--- src/sv/dwfs_pkg.sv ---
// ----------------------------------------------------------------------------
// dwfs_pkg
// Shared constants for the display window fill sequencer: display command
// codes, register map, register reset values and default panel limits.
// ----------------------------------------------------------------------------
package dwfs_pkg;

  // Largest panel side the clipping logic supports (default of the parameter)
  localparam int MAX_PANEL_SIDE = 1024;

  // Panel size register width
  localparam int PANEL_REG_W = 11;

  // Display controller command bytes
  localparam logic [7:0] CMD_COLUMN   = 8'h2A;
  localparam logic [7:0] CMD_ROW      = 8'h2B;
  localparam logic [7:0] CMD_MEMWRITE = 8'h2C;

  // Configuration port
  localparam int APB_ADDR_W = 3;
  localparam int APB_DATA_W = 32;

  // Register index (paddr[2]) codes
  localparam logic REG_PANEL_WIDTH  = 1'b0;
  localparam logic REG_PANEL_HEIGHT = 1'b1;

  // Register reset values
  localparam logic [PANEL_REG_W-1:0] PANEL_WIDTH_RST  = 11'd240;
  localparam logic [PANEL_REG_W-1:0] PANEL_HEIGHT_RST = 11'd320;

  // Input item kinds
  localparam logic KIND_FILL = 1'b0;
  localparam logic KIND_TICK = 1'b1;

endpackage

--- src/sv/dwfs_clip.sv ---
// ----------------------------------------------------------------------------
// dwfs_clip
// Checks a fill request against the panel and clips the rectangle so that
// it ends no later than the last column and row. Pure combinational.
// ----------------------------------------------------------------------------
module dwfs_clip #(
  parameter int MAX_PANEL_SIDE = dwfs_pkg::MAX_PANEL_SIDE,
  localparam int CW = $clog2(MAX_PANEL_SIDE),
  localparam int SW = $clog2(MAX_PANEL_SIDE + 1)
) (
  input  logic [15:0]                      origin_x,
  input  logic [15:0]                      origin_y,
  input  logic [15:0]                      rect_width,
  input  logic [15:0]                      rect_height,
  input  logic [dwfs_pkg::PANEL_REG_W-1:0] panel_width,
  input  logic [dwfs_pkg::PANEL_REG_W-1:0] panel_height,
  output logic                             fill_ok,
  output logic [CW-1:0]                    col_start,
  output logic [CW-1:0]                    col_end,
  output logic [CW-1:0]                    row_start,
  output logic [CW-1:0]                    row_end,
  output logic [SW-1:0]                    clip_w,
  output logic [SW-1:0]                    clip_h
);

  localparam logic [16:0] MaxSide17 = 17'(MAX_PANEL_SIDE);

  logic [16:0] pw;
  logic [16:0] ph;
  logic [16:0] x_end;
  logic [16:0] y_end;
  logic [16:0] w_room;
  logic [16:0] h_room;
  logic        x_over;
  logic        y_over;

  // Saturate panel registers to the supported side
  always_comb begin
    pw = 17'(panel_width);
    ph = 17'(panel_height);
    if (pw > MaxSide17) begin
      pw = MaxSide17;
    end
    if (ph > MaxSide17) begin
      ph = MaxSide17;
    end
  end

  // Acceptance: non-empty and origin on the panel
  assign fill_ok = (rect_width != 16'd0) && (rect_height != 16'd0) &&
                   (17'(origin_x) < pw) && (17'(origin_y) < ph);

  // Exclusive end points and the room left on the panel
  assign x_end  = 17'(origin_x) + 17'(rect_width);
  assign y_end  = 17'(origin_y) + 17'(rect_height);
  assign w_room = pw - 17'(origin_x);
  assign h_room = ph - 17'(origin_y);
  assign x_over = x_end > pw;
  assign y_over = y_end > ph;

  // Clipped window; only meaningful when fill_ok
  always_comb begin
    col_start = origin_x[CW-1:0];
    row_start = origin_y[CW-1:0];
    if (x_over) begin
      clip_w  = w_room[SW-1:0];
      col_end = CW'(pw - 17'd1);
    end else begin
      clip_w  = rect_width[SW-1:0];
      col_end = CW'(x_end - 17'd1);
    end
    if (y_over) begin
      clip_h  = h_room[SW-1:0];
      row_end = CW'(ph - 17'd1);
    end else begin
      clip_h  = rect_height[SW-1:0];
      row_end = CW'(y_end - 17'd1);
    end
  end

endmodule

--- src/sv/dwfs_seq.sv ---
// ----------------------------------------------------------------------------
// dwfs_seq
// Byte sequencer: holds the clipped window and color, steps through the
// address-window commands and streams the pixel bytes, one per tick.
// ----------------------------------------------------------------------------
module dwfs_seq #(
  parameter int MAX_PANEL_SIDE = dwfs_pkg::MAX_PANEL_SIDE,
  localparam int CW = $clog2(MAX_PANEL_SIDE),
  localparam int SW = $clog2(MAX_PANEL_SIDE + 1),
  localparam int PW = $clog2(MAX_PANEL_SIDE * MAX_PANEL_SIDE + 1)
) (
  input  logic          clk,
  input  logic          rst_n,
  input  logic          go,
  input  logic          kind,
  input  logic          fill_ok,
  input  logic [CW-1:0] col_start,
  input  logic [CW-1:0] col_end,
  input  logic [CW-1:0] row_start,
  input  logic [CW-1:0] row_end,
  input  logic [SW-1:0] clip_w,
  input  logic [SW-1:0] clip_h,
  input  logic [15:0]   fill_color,
  output logic          emit,
  output logic [7:0]    emit_byte,
  output logic          emit_data,
  output logic          emit_tend,
  output logic          emit_last
);

  // Sequence steps
  localparam logic [3:0] STEP_IDLE     = 4'd0;
  localparam logic [3:0] STEP_COL_CMD  = 4'd1;
  localparam logic [3:0] STEP_XS_HI    = 4'd2;
  localparam logic [3:0] STEP_XS_LO    = 4'd3;
  localparam logic [3:0] STEP_XE_HI    = 4'd4;
  localparam logic [3:0] STEP_XE_LO    = 4'd5;
  localparam logic [3:0] STEP_ROW_CMD  = 4'd6;
  localparam logic [3:0] STEP_YS_HI    = 4'd7;
  localparam logic [3:0] STEP_YS_LO    = 4'd8;
  localparam logic [3:0] STEP_YE_HI    = 4'd9;
  localparam logic [3:0] STEP_YE_LO    = 4'd10;
  localparam logic [3:0] STEP_MEM_CMD  = 4'd11;
  localparam logic [3:0] STEP_PIXELS   = 4'd12;

  logic [3:0]    step_r,     step_nxt;
  logic [CW-1:0] xs_r,       xs_nxt;
  logic [CW-1:0] xe_r,       xe_nxt;
  logic [CW-1:0] ys_r,       ys_nxt;
  logic [CW-1:0] ye_r,       ye_nxt;
  logic [SW-1:0] cw_r,       cw_nxt;
  logic [SW-1:0] ch_r,       ch_nxt;
  logic [15:0]   color_r,    color_nxt;
  logic [PW-1:0] pix_left_r, pix_left_nxt;
  logic          low_next_r, low_next_nxt;

  logic [15:0]   xs_w;
  logic [15:0]   xe_w;
  logic [15:0]   ys_w;
  logic [15:0]   ye_w;
  logic          final_px;

  // Coordinates as big-endian 16-bit words
  assign xs_w = 16'(xs_r);
  assign xe_w = 16'(xe_r);
  assign ys_w = 16'(ys_r);
  assign ye_w = 16'(ye_r);
  assign final_px = (pix_left_r <= PW'(1));

  // Next state and emitted byte
  always_comb begin
    step_nxt     = step_r;
    xs_nxt       = xs_r;
    xe_nxt       = xe_r;
    ys_nxt       = ys_r;
    ye_nxt       = ye_r;
    cw_nxt       = cw_r;
    ch_nxt       = ch_r;
    color_nxt    = color_r;
    pix_left_nxt = pix_left_r;
    low_next_nxt = low_next_r;
    emit         = 1'b0;
    emit_byte    = 8'h00;
    emit_data    = 1'b1;
    emit_tend    = 1'b0;
    emit_last    = 1'b0;

    if (go && kind == dwfs_pkg::KIND_FILL) begin
      // New request, taken only when idle, non-empty and inside the panel
      if (step_r == STEP_IDLE && fill_ok) begin
        xs_nxt       = col_start;
        xe_nxt       = col_end;
        ys_nxt       = row_start;
        ye_nxt       = row_end;
        cw_nxt       = clip_w;
        ch_nxt       = clip_h;
        color_nxt    = fill_color;
        low_next_nxt = 1'b0;
        step_nxt     = STEP_COL_CMD;
      end
    end else if (go) begin
      // Byte tick
      emit     = 1'b1;
      step_nxt = step_r + 4'd1;
      case (step_r)
        STEP_COL_CMD: begin
          emit_byte = dwfs_pkg::CMD_COLUMN;
          emit_data = 1'b0;
          emit_tend = 1'b1;
        end
        STEP_XS_HI: emit_byte = xs_w[15:8];
        STEP_XS_LO: begin
          emit_byte = xs_w[7:0];
          emit_tend = 1'b1;
        end
        STEP_XE_HI: emit_byte = xe_w[15:8];
        STEP_XE_LO: begin
          emit_byte = xe_w[7:0];
          emit_tend = 1'b1;
        end
        STEP_ROW_CMD: begin
          emit_byte = dwfs_pkg::CMD_ROW;
          emit_data = 1'b0;
          emit_tend = 1'b1;
        end
        STEP_YS_HI: emit_byte = ys_w[15:8];
        STEP_YS_LO: begin
          emit_byte = ys_w[7:0];
          emit_tend = 1'b1;
        end
        STEP_YE_HI: emit_byte = ye_w[15:8];
        STEP_YE_LO: begin
          emit_byte = ye_w[7:0];
          emit_tend = 1'b1;
        end
        STEP_MEM_CMD: begin
          emit_byte = dwfs_pkg::CMD_MEMWRITE;
          emit_data = 1'b0;
          emit_tend = 1'b1;
          // Pixel count, ready long before the first low byte
          pix_left_nxt = PW'(cw_r * ch_r);
        end
        STEP_PIXELS: begin
          step_nxt = STEP_PIXELS;
          if (!low_next_r) begin
            emit_byte    = color_r[15:8];
            low_next_nxt = 1'b1;
          end else begin
            emit_byte    = color_r[7:0];
            emit_tend    = final_px;
            emit_last    = final_px;
            low_next_nxt = 1'b0;
            if (final_px) begin
              pix_left_nxt = '0;
              step_nxt     = STEP_IDLE;
            end else begin
              pix_left_nxt = pix_left_r - PW'(1);
            end
          end
        end
        default: begin
          // Idle or unused step: no byte
          emit     = 1'b0;
          step_nxt = STEP_IDLE;
        end
      endcase
    end
  end

  // State registers
  always_ff @(posedge clk) begin
    if (!rst_n) begin
      step_r     <= STEP_IDLE;
      xs_r       <= '0;
      xe_r       <= '0;
      ys_r       <= '0;
      ye_r       <= '0;
      cw_r       <= '0;
      ch_r       <= '0;
      color_r    <= '0;
      pix_left_r <= '0;
      low_next_r <= 1'b0;
    end else begin
      step_r     <= step_nxt;
      xs_r       <= xs_nxt;
      xe_r       <= xe_nxt;
      ys_r       <= ys_nxt;
      ye_r       <= ye_nxt;
      cw_r       <= cw_nxt;
      ch_r       <= ch_nxt;
      color_r    <= color_nxt;
      pix_left_r <= pix_left_nxt;
      low_next_r <= low_next_nxt;
    end
  end

endmodule

--- src/sv/display_window_fill_sequencer_core.sv ---
// ----------------------------------------------------------------------------
// display_window_fill_sequencer_core
// Rectangle fill sequencer for a serial display with an address window.
// ----------------------------------------------------------------------------
// A request (in_kind = 0) loads a fill rectangle; it is dropped if empty, off
// the panel or sent while a fill is running, and never produces a byte. Each
// tick request (in_kind = 1) then yields one serial byte: column command, x
// start/end words, row command, y start/end words, memory-write command, and
// clipped width*height pixels, high byte first. Ticks while idle produce
// nothing. An accepted request goes into an input register and is processed
// into the output register once that is free; one request is taken every
// cycle while out_ready stays high. Panel size registers sit at byte
// addresses 0 (width) and 4 (height); clipping caps them at MAX_PANEL_SIDE.
// ----------------------------------------------------------------------------
module display_window_fill_sequencer_core #(
  parameter int MAX_PANEL_SIDE = dwfs_pkg::MAX_PANEL_SIDE
) (
  input  logic                           clk,
  input  logic                           rst_n,
  // Input channel
  input  logic                           in_valid,
  output logic                           in_ready,
  input  logic                           in_kind,
  input  logic [15:0]                    in_origin_x,
  input  logic [15:0]                    in_origin_y,
  input  logic [15:0]                    in_rect_width,
  input  logic [15:0]                    in_rect_height,
  input  logic [15:0]                    in_fill_color,
  // Result channel
  output logic                           out_valid,
  input  logic                           out_ready,
  output logic [7:0]                     out_byte,
  output logic                           out_is_data,
  output logic                           out_transaction_end,
  output logic                           out_last_byte,
  // Configuration port
  input  logic                           cfg_psel,
  input  logic                           cfg_penable,
  input  logic                           cfg_pwrite,
  input  logic [dwfs_pkg::APB_ADDR_W-1:0] cfg_paddr,
  input  logic [dwfs_pkg::APB_DATA_W-1:0] cfg_pwdata,
  output logic [dwfs_pkg::APB_DATA_W-1:0] cfg_prdata,
  output logic                           cfg_pready
);

  localparam int CW = $clog2(MAX_PANEL_SIDE);
  localparam int SW = $clog2(MAX_PANEL_SIDE + 1);
  localparam int RW = dwfs_pkg::PANEL_REG_W;

  // Configuration registers
  logic [RW-1:0] panel_w_r;
  logic [RW-1:0] panel_h_r;
  logic          cfg_wr;

  // Input register
  logic          in_full_r,  in_full_nxt;
  logic          kind_r;
  logic [15:0]   x_r;
  logic [15:0]   y_r;
  logic [15:0]   w_r;
  logic [15:0]   h_r;
  logic [15:0]   color_r;

  // Output register
  logic          out_valid_r, out_valid_nxt;
  logic [7:0]    byte_r;
  logic          data_r;
  logic          tend_r;
  logic          last_r;

  // Datapath
  logic          advance;
  logic          out_free;
  logic          fill_ok;
  logic [CW-1:0] col_start;
  logic [CW-1:0] col_end;
  logic [CW-1:0] row_start;
  logic [CW-1:0] row_end;
  logic [SW-1:0] clip_w;
  logic [SW-1:0] clip_h;
  logic          emit;
  logic [7:0]    emit_byte;
  logic          emit_data;
  logic          emit_tend;
  logic          emit_last;

  // APB register file
  assign cfg_pready = 1'b1;
  assign cfg_wr     = cfg_psel && cfg_penable && cfg_pwrite && cfg_pready;

  always_ff @(posedge clk) begin
    if (!rst_n) begin
      panel_w_r <= dwfs_pkg::PANEL_WIDTH_RST;
      panel_h_r <= dwfs_pkg::PANEL_HEIGHT_RST;
    end else if (cfg_wr) begin
      if (cfg_paddr[2] == dwfs_pkg::REG_PANEL_WIDTH) begin
        panel_w_r <= cfg_pwdata[RW-1:0];
      end else begin
        panel_h_r <= cfg_pwdata[RW-1:0];
      end
    end
  end

  always_comb begin
    if (cfg_paddr[2] == dwfs_pkg::REG_PANEL_HEIGHT) begin
      cfg_prdata = dwfs_pkg::APB_DATA_W'(panel_h_r);
    end else begin
      cfg_prdata = dwfs_pkg::APB_DATA_W'(panel_w_r);
    end
  end

  // Handshake: the held request moves on when the output slot is free
  assign out_free    = !out_valid_r || out_ready;
  assign advance     = in_full_r && out_free;
  assign in_ready    = !in_full_r || advance;
  assign in_full_nxt = (in_valid && in_ready) ? 1'b1 : (advance ? 1'b0 : in_full_r);

  always_comb begin
    if (advance && emit) begin
      out_valid_nxt = 1'b1;
    end else if (out_ready) begin
      out_valid_nxt = 1'b0;
    end else begin
      out_valid_nxt = out_valid_r;
    end
  end

  always_ff @(posedge clk) begin
    if (!rst_n) begin
      in_full_r   <= 1'b0;
      out_valid_r <= 1'b0;
    end else begin
      in_full_r   <= in_full_nxt;
      out_valid_r <= out_valid_nxt;
    end
  end

  // Input payload register
  always_ff @(posedge clk) begin
    if (in_valid && in_ready) begin
      kind_r  <= in_kind;
      x_r     <= in_origin_x;
      y_r     <= in_origin_y;
      w_r     <= in_rect_width;
      h_r     <= in_rect_height;
      color_r <= in_fill_color;
    end
  end

  // Output payload register
  always_ff @(posedge clk) begin
    if (advance && emit) begin
      byte_r <= emit_byte;
      data_r <= emit_data;
      tend_r <= emit_tend;
      last_r <= emit_last;
    end
  end

  assign out_valid           = out_valid_r;
  assign out_byte            = byte_r;
  assign out_is_data         = data_r;
  assign out_transaction_end = tend_r;
  assign out_last_byte       = last_r;

  // Window check and clipping
  dwfs_clip #(
    .MAX_PANEL_SIDE (MAX_PANEL_SIDE)
  ) u_clip (
    .origin_x     (x_r),
    .origin_y     (y_r),
    .rect_width   (w_r),
    .rect_height  (h_r),
    .panel_width  (panel_w_r),
    .panel_height (panel_h_r),
    .fill_ok      (fill_ok),
    .col_start    (col_start),
    .col_end      (col_end),
    .row_start    (row_start),
    .row_end      (row_end),
    .clip_w       (clip_w),
    .clip_h       (clip_h)
  );

  // Byte sequencer
  dwfs_seq #(
    .MAX_PANEL_SIDE (MAX_PANEL_SIDE)
  ) u_seq (
    .clk        (clk),
    .rst_n      (rst_n),
    .go         (advance),
    .kind       (kind_r),
    .fill_ok    (fill_ok),
    .col_start  (col_start),
    .col_end    (col_end),
    .row_start  (row_start),
    .row_end    (row_end),
    .clip_w     (clip_w),
    .clip_h     (clip_h),
    .fill_color (color_r),
    .emit       (emit),
    .emit_byte  (emit_byte),
    .emit_data  (emit_data),
    .emit_tend  (emit_tend),
    .emit_last  (emit_last)
  );

endmodule

--- config.mk ---
export PLATFORM = sky130hd
export DESIGN_NAME = display_window_fill_sequencer_core
export DESIGN_NICKNAME = d
export VERILOG_FILES = /design/src/sv/dwfs_pkg.sv /design/src/sv/dwfs_clip.sv /design/src/sv/dwfs_seq.sv /design/src/sv/display_window_fill_sequencer_core.sv
export SDC_FILE = /design/constraint.sdc
export NUM_CORES = 1
export LEC_CHECK = 0
export ABC_AREA = 1
export BUFFER_PORTS_ARGS = -buffer_cell sky130_fd_sc_hd__buf_2
export CORE_ASPECT_RATIO = 0.5
export CORE_UTILIZATION = 46
export CTS_CLUSTER_DIAMETER = 50
export DETAILED_ROUTE_END_ITERATION = 10
export GPL_TIMING_DRIVEN = 0
export SYNTH_ARGS = -nofsm -noshare
export SYNTH_HDL_FRONTEND = slang
export SYNTH_SLANG_ARGS = --single-unit
--- constraint.sdc ---
create_clock -name clk -period 6.3 [get_ports clk]
set_input_delay 0.315 -clock clk [delete_from_list [all_inputs] [get_ports clk]]
set_output_delay 0.315 -clock clk [all_outputs]
set_load 0.05 [all_outputs]
==> impl_metrics.csv, run 1 <==
group,metric,value,unit
floorplan,die_h,140,um
yosys,synth-seq-cells,220,
yosys,synth.distinct_cells,54,
pwr,p_sw_share,30.5,%
setup_path,worstPathRequired,6.77,ns
clocking,h-tree-depth,1,
pwr,power_density,185,nW/um2
place,numPortBuffers,122,
yosys,synthArstFlopShare,0,%
clocking,cts_root_buffer,"clkbuf_16",
yosys,synth_edf_count,92,
setup_path,slowest_stage,"fa_1",
worst_hold_path,whs_endpoint,"panel_w_r[5]",
setup_path,r2r_start,"u_seq.cw_r[4]",
floorplan,start_util,46.9,%
detailed_routing,dr.pass1.iters,5,
floorplan,coreArea,37600,um2
detailed_routing,drc,0,
global_route,antenna_found_initial,2,
yosys,ys_seq_area_share,30.2,%
setup_path,cp-start-kind,"flop",
detailed_routing,routed_wl,51500,um
setup_path,r2r-end,"u_seq.pix_left_r[18]",
setup_path,crit_type,"flop to flop",
setup_path,crit_buf_inv,4,
floorplan,fp.dieW,279,um
sta,max_freq,170,MHz
place,pre_cts_slack,0.444,ns
setup_path,cp-end-kind,"flop",
place,place_congestion,0.956,
sta,setup_violations,0,
clocking,cts_resized,0,
sta,worstMarginPinSlew,1.06,ns
setup_path,cp_max_fo,10,
global_route,grt_use_total,26.7,%
finish,stdcell_count,3132,
setup_path,reg2reg_depth,22,
global_route,grt_pass1_wl,81800,um
sta,rsz0062_at_grt,"false",
global_route,gr-total-overflow,0,
place,placed_area,19000,um2
pwr,vdd_drop_max,0.200,mV
finish,final_cell_mix,"496 x nand2_1, 433 x inv_1, 183 x o21ai_0",
setup_path,cp_cell_sequence,"clkbuf_1 -> nand2_1 -> fa_1 -> inv_1 -> fa_1 -> fa_1 -> fa_1 -> inv_1 -> fa_1 -> inv_1 -> ha_1 -> nand2_1 -> nor3_1 -> nand2_1 -> nand3_1 -> a31oi_1 -> o21bai_1 -> nand2_1 -> nand2_1 -> xor2_1 -> nand2_1 -> a31oi_1",
setup_path,r2r_setup_slack,0.40,ns
setup_path,cp_slowest_stage_delay,0.59,ns
global_route,grt_max_degree,45,
worst_hold_path,holdPathStages,3,
floorplan,num_rows,50,
finish,final_layout_size_suffix_gt1_share,9.26,%
clocking,clk_pin_slew,0.07,ns
pwr,total_leakage_power,10.2,nW
yosys,synth_cells,2342,
yosys,synth-warning-count,0,
run,max-cap-violations,0,
worst_hold_path,hp-class,"input port to flop",
pwr,share_comb_of_total_power,19.6,%
detailed_routing,drt.antenna.violating_nets,0,
detailed_routing,wire_per_inst,16.4,um
clocking,insertion_delay,0.54,ns
outcome,outcome,"finished, final reports clean",
clocking,cts_tree,"built",
setup_path,timing.critical_path.arrival,6.37,ns
floorplan,die-area,39200,um2
place,dp_hpwl,41200,um
finish,diodes,0,
sta,max_slew_margin,29.3,%
sta,setup_ws,0.401,ns
place,dp.cells,3005,
clocking,cts.sinks,220,
setup_path,cp_top_family,"adder cells",
sta,slew_violations,0,
detailed_routing,drt_iter0_markers,1196,
clocking,cts_made_buffers,25,
sta,hold_viol,0,
finish,mostFrequentLayoutCell,"nand2_1",
pwr,p_seq_share,41.1,%
sta,final.min_clock_period,5.90,ns
finish,fin_area,20600,um2
setup_path,cpMostUsedCell,"nand2_1",
pwr,p_switching,0.00116,W
finish,fin_nets,2961,
sta,setup_tns,0,ns
yosys,syn_area,17600,um2
yosys,avgSynthCellArea,7.53,um2
clocking,cts_setup_buffers,0,
floorplan,io_pins,169,
sta,finalCritPeriodShare,93.6,%
sta,skew,0.00926,ns
worst_hold_path,hold_start,"cfg_pwdata[5]",
detailed_routing,vias,16000,
finish,area_growth,17.1,%
global_route,grt_pass1_vias,15300,
yosys,synthFlopType,"dfxtp_1",
detailed_routing,viasPerCell,5.10,
clocking,clock_path_buffers,3,
pwr,power.share.clock,39.3,%
pwr,intPower,0.00265,W
## power by group through the flow
stage | logic [W] | clock network (W) | registers, W
3_3_place_gp | 0.000691 | 0 | 0.00160
5_1_grt | 0.000841 | 0.00158 | 0.00157
6_report | 0.000749 | 0.00150 | 0.00157
2_1_floorplan | 0.000504 | 0 | 0.00159
3_5_place_dp | 0.000700 | 0 | 0.00160
4_1_cts | 0.000742 | 0.00152 | 0.00157
## worst max-delay path by stage
stage	startpoint	endpoint	slack, ns	cells past startpoint
after detailed placement	u_seq.cw_r[1]	u_seq.pix_left_r[17]	0.44	25
after CTS	u_seq.cw_r[1]	u_seq.pix_left_r[17]	0.43	25
final	u_seq.cw_r[4]	u_seq.pix_left_r[18]	0.40	22
after floorplan	u_seq.cw_r[0]	u_seq.pix_left_r[17]	1.33	22
after global routing	u_seq.cw_r[1]	u_seq.pix_left_r[17]	0.02	25
after global placement	u_seq.cw_r[0]	u_seq.pix_left_r[17]	0.45	21
## repair_timing
item	4_1_cts	5_1_grt
endpoints found under the hold margin	82	0
endpoints found under the setup margin	0	0
hold buffers	82	0
## state kept, by name (all words and copies together) (netlist names), 16 cells and up
signal / count
w_r: 16
color_r: 16
y_r: 16
u_seq.pix_left_r: 21
h_r: 16
u_seq.color_r: 16
x_r: 16
## area by class of cell
| cell class | count | area, um2 |
|---|---|---|
| plain buffers | 91 | 447 |
| clock buffers | 31 | 711 |
| clock inverters | 14 | 125 |
| fillers | 3663 | 17000 |
| inverters | 442 | 1660 |
| multi-input cells | 1609 | 10300 |
| flip-flops and latches | 220 | 5330 |
| well taps | 520 | 651 |
| repair buffers | 205 | 1450 |
## logic make-up (layout without fill, tap and decap cells)
family,Yosys count,count (layout),synth area share [%]
flops,220,220,30.2
simple gates,842,842,20.3
fa+ha+maj,244,244,20.9
xor+xnor,55,55,2.73
compound gates,446,446,13.9
buf+inv,533,783,11.9
other cells,2,22,0.0426
## worst register-to-register path, cell delays in order (launching register included)
cell and delay, ns:
dfxtp_1 0.45, clkbuf_1 0.57, nand2_1 0.17, fa_1 0.57, inv_1 0.05, fa_1 0.47, fa_1 0.52, fa_1 0.59
inv_1 0.07, fa_1 0.53, inv_1 0.04, ha_1 0.36, nand2_1 0.07, nor3_1 0.26, nand2_1 0.10, nand3_1 0.11
a31oi_1 0.09, o21bai_1 0.27, nand2_1 0.09, nand2_1 0.08, xor2_1 0.15, nand2_1 0.08, a31oi_1 0.15
## synth_stat cells (all sizes together), types with 5 or more instances
master	instances	area share (%)
edfxtp	92	16
fa	83	9.4
nor2	177	4.1
buf	33	1.3
nand2	504	11
o21a	6	0.26
o21bai	10	0.43
o31ai	5	0.21
or2	9	0.32
nand4	25	0.89
inv	439	9.3
xor2	34	1.7
o21ai	193	5.7
xnor2	21	1.0
nor3	15	0.45
nand3	84	2.6
ha	161	11
dfxtp	128	15
a221oi	16	0.79
a31oi	17	0.60
a21oi	186	5.4
nor4	19	0.67
clkbuf	58	1.2
## metrics by stage
stage	util (%)	hold slack [ns]	power [W]
finish	54.9	0.0360	0.00381
global route	54.9	0.0330	0.00399
CTS	54.9	0.0144	0.00383
detailed placement	50.5	0.439	0.00230
global placement	50.4	0.434	0.00229
floorplan	-	0.414	0.00210
## layer usage
metal	global-route usage, %	up-vias	wire [um]	part of all wire [%]
met5	0	-	7	0.014
met4	6.88	2	1310	2.6
met3	4.69	83	3580	7.0
met2	42.1	467	22500	44
met1	37.7	7419	24100	47
li1	-	7999	-	-
Note: power is estimated with default switching activity, not from simulation.
==> run 2, diff against run 1 <==
--- a/config.mk
+++ b/config.mk
@@ -9,9 +9,10 @@
 export BUFFER_PORTS_ARGS = -buffer_cell sky130_fd_sc_hd__buf_2
 export CORE_ASPECT_RATIO = 0.5
 export CORE_UTILIZATION = 46
+export CTS_BUF_LIST = sky130_fd_sc_hd__clkbuf_2 sky130_fd_sc_hd__clkbuf_4 sky130_fd_sc_hd__clkbuf_8
 export CTS_CLUSTER_DIAMETER = 50
 export DETAILED_ROUTE_END_ITERATION = 10
-export GPL_TIMING_DRIVEN = 0
+export MAX_ROUTING_LAYER = met4
 export SYNTH_ARGS = -nofsm -noshare
 export SYNTH_HDL_FRONTEND = slang
 export SYNTH_SLANG_ARGS = --single-unit
==> run 2 against run 1 <==
  * First-iteration DRC count is 8.6% lower
  * Sequential share of layout area is 0.54 points higher
  * Worst setup slack better by 0.42 ns
  * Utilization is 1.1 points lower
  * Flip-flop and latch count stayed put
  * Clock power is 15% lower
  * Combinational power is 3.6% lower
  * Count of clock-buffer cells in the layout is 14 higher
  * Cell area is 2.1% lower
  * Clock skew is 0.026 ns higher
  * Fmax is 7.7% higher
  * Global-route usage is 0.50 points lower
==> impl_metrics.csv, run 2 (synthesis results as in run 1) <==
group,metric,value,unit
outcome,outcome,"finished, final reports clean",
floorplan,die-area,39200,um2
clocking,cts_tree,"built",
finish,mostFrequentLayoutCell,"nand2_1",
sta,max_freq,183,MHz
clocking,cts.sinks,220,
global_route,gr-total-overflow,0,
finish,fin_nets,2901,
sta,max_slew_margin,32.8,%
finish,largest_register,"u_seq.pix_left_r",
sta,worstMarginPinSlew,1.00,ns
worst_hold_path,hp-class,"input port to flop",
setup_path,worstPathRequired,6.78,ns
finish,diodes,0,
floorplan,io_pins,169,
detailed_routing,drt.antenna.violating_nets,0,
sta,slew_violations,0,
floorplan,num_rows,50,
setup_path,timing.critical_path.arrival,5.96,ns
pwr,total_leakage_power,10.1,nW
setup_path,cpMostUsedCell,"nand2_1",
global_route,grt_max_degree,75,
floorplan,coreArea,37600,um2
finish,final_layout_size_suffix_gt1_share,9.61,%
place,numPortBuffers,123,
sta,final.min_clock_period,5.48,ns
finish,area_growth,14.7,%
setup_path,slowest_stage,"dfxtp_1",
pwr,share_comb_of_total_power,20.2,%
global_route,antenna_found_initial,0,
setup_path,crit_buf_inv,4,
sta,setup_violations,0,
sta,finalCritPeriodShare,87.0,%
sta,skew,0.0348,ns
floorplan,die_h,140,um
clocking,clock_path_buffers,3,
finish,largest_reg_flops,21,
sta,hold_viol,0,
detailed_routing,drt_iter0_markers,1093,
pwr,power_density,177,nW/um2
global_route,grt_pass1_wl,78700,um
worst_hold_path,holdPathStages,3,
clocking,h-tree-depth,2,
pwr,vdd_drop_max,0.161,mV
floorplan,fp.dieW,279,um
setup_path,crit_type,"flop to flop",
place,dp_hpwl,37600,um
global_route,grt_pass1_vias,14800,
setup_path,cp-start-kind,"flop",
sta,setup_tns,0,ns
pwr,p_seq_share,43.9,%
detailed_routing,viasPerCell,5.01,
setup_path,r2r_start,"u_seq.ch_r[4]",
clocking,insertion_delay,0.57,ns
sta,rsz0062_at_grt,"false",
detailed_routing,vias,15400,
worst_hold_path,hold_start,"cfg_pwdata[0]",
finish,postLayoutCoreUtil,53.8,%
setup_path,crit_start,"u_seq.ch_r[4]",
place,place_congestion,0.919,
detailed_routing,routed_wl,48500,um
clocking,cts_root_buffer,"clkbuf_8",
detailed_routing,dr.pass1.iters,5,
pwr,p_switching,0.00113,W
pwr,intPower,0.00244,W
run,max-cap-violations,0,
floorplan,start_util,46.9,%
setup_path,cp_num_cells,24,
finish,final_cell_mix,"496 x nand2_1, 432 x inv_1, 183 x o21ai_0",
setup_path,cp_top_family,"adder cells",
pwr,power.share.clock,35.9,%
pwr,total_power,0.00357,W
clocking,cts_made_buffers,37,
setup_path,cp_max_fo,12,
detailed_routing,drc,0,
detailed_routing,wire_per_inst,15.8,um
clocking,clk_pin_slew,0.06,ns
pwr,p_sw_share,31.7,%
setup_path,cp_cell_sequence,"nand2_1 -> fa_1 -> inv_1 -> ha_1 -> inv_1 -> fa_1 -> fa_1 -> fa_1 -> inv_1 -> ha_1 -> nand2_1 -> o21ai_0 -> nand2_1 -> nand2_1 -> o21ai_0 -> o21ai_0 -> inv_1 -> o21ai_0 -> nand3_1 -> nand2_1 -> nand3_1 -> nand3_1 -> nand3_1 -> a21oi_1",
setup_path,cp-end-kind,"flop",
global_route,grt_use_total,26.2,%
setup_path,cp_slowest_stage_delay,0.63,ns
setup_path,reg2reg_depth,24,
[run 2: cell count changes in the layout (fill, tap and decap cells not counted), moves of 3 or more]
cell	delta
clkinv_1	+4
clkinv_2	+7
buf_1	-3
clkbuf_4	+7
clkbuf_16	-27
clkbuf_8	+36
buf_4	-9
clkbuf_1	-60
buf_2	-5
dlygate4sd3_1	+6
[run 2: power by group through the flow]
stage	registers, W	clock network, W	logic (W)
after floorplan	0.00159	0	0.000504
after global placement	0.00160	0	0.000668
after detailed placement	0.00160	0	0.000673
after CTS	0.00157	0.00131	0.000717
after global routing	0.00157	0.00138	0.000814
final	0.00157	0.00128	0.000722
[run 2: cell type report]
cell class / count / area [um2]
fill: 3697 / 17400
clock buffer: 45 / 576
multi-input combinational: 1609 / 10300
inverter: 442 / 1660
tap: 520 / 651
timing repair buffer: 224 / 1590
sequential: 220 / 5330
clock inverter: 21 / 136
[run 2: tightest hold or removal path, cell delays in order]
cell	delay (ns)
buf_2	0.10
o21ai_0	0.08
nor2_1	0.08
[run 2: per-layer routing]
| metal | GRT usage [%] | vias to the layer above | wire, um |
|---|---|---|---|
| met5 | - | - | 0 |
| met4 | 5.90 | 0 | 839 |
| met3 | 4.30 | 72 | 2720 |
| met2 | 39.4 | 351 | 21100 |
| met1 | 36.8 | 7119 | 23900 |
| li1 | - | 7883 | - |
[run 2: final timing paths]
kind,end,slack [ns]
setup / recovery,u_seq.pix_left_r[17],0.82
setup reg to reg,u_seq.pix_left_r[17],0.82
hold reg to reg,u_seq.color_r[12],0.45
hold / removal,panel_h_r[0],0.05
[run 2: stage by stage]
step,instance area [um2],hold slack [ns],setup slack [ns],std cells
2_1_floorplan,17700,0.414,1.33,2362
3_3_place_gp,18600,0.436,0.916,2927
3_5_place_dp,18600,0.447,0.859,2927
4_1_cts,20200,0.00830,0.831,3081
5_1_grt,20200,0.0370,0.298,3081
6_report,20200,0.0477,0.822,3081
[run 2: repair_timing]
| item | in CTS | in global routing |
|---|---|---|
| resized for setup | 0 | 0 |
| buffers inserted | 0 | 0 |
| endpoints found under the hold margin | 90 | 0 |
| hold buffers | 88 | 0 |
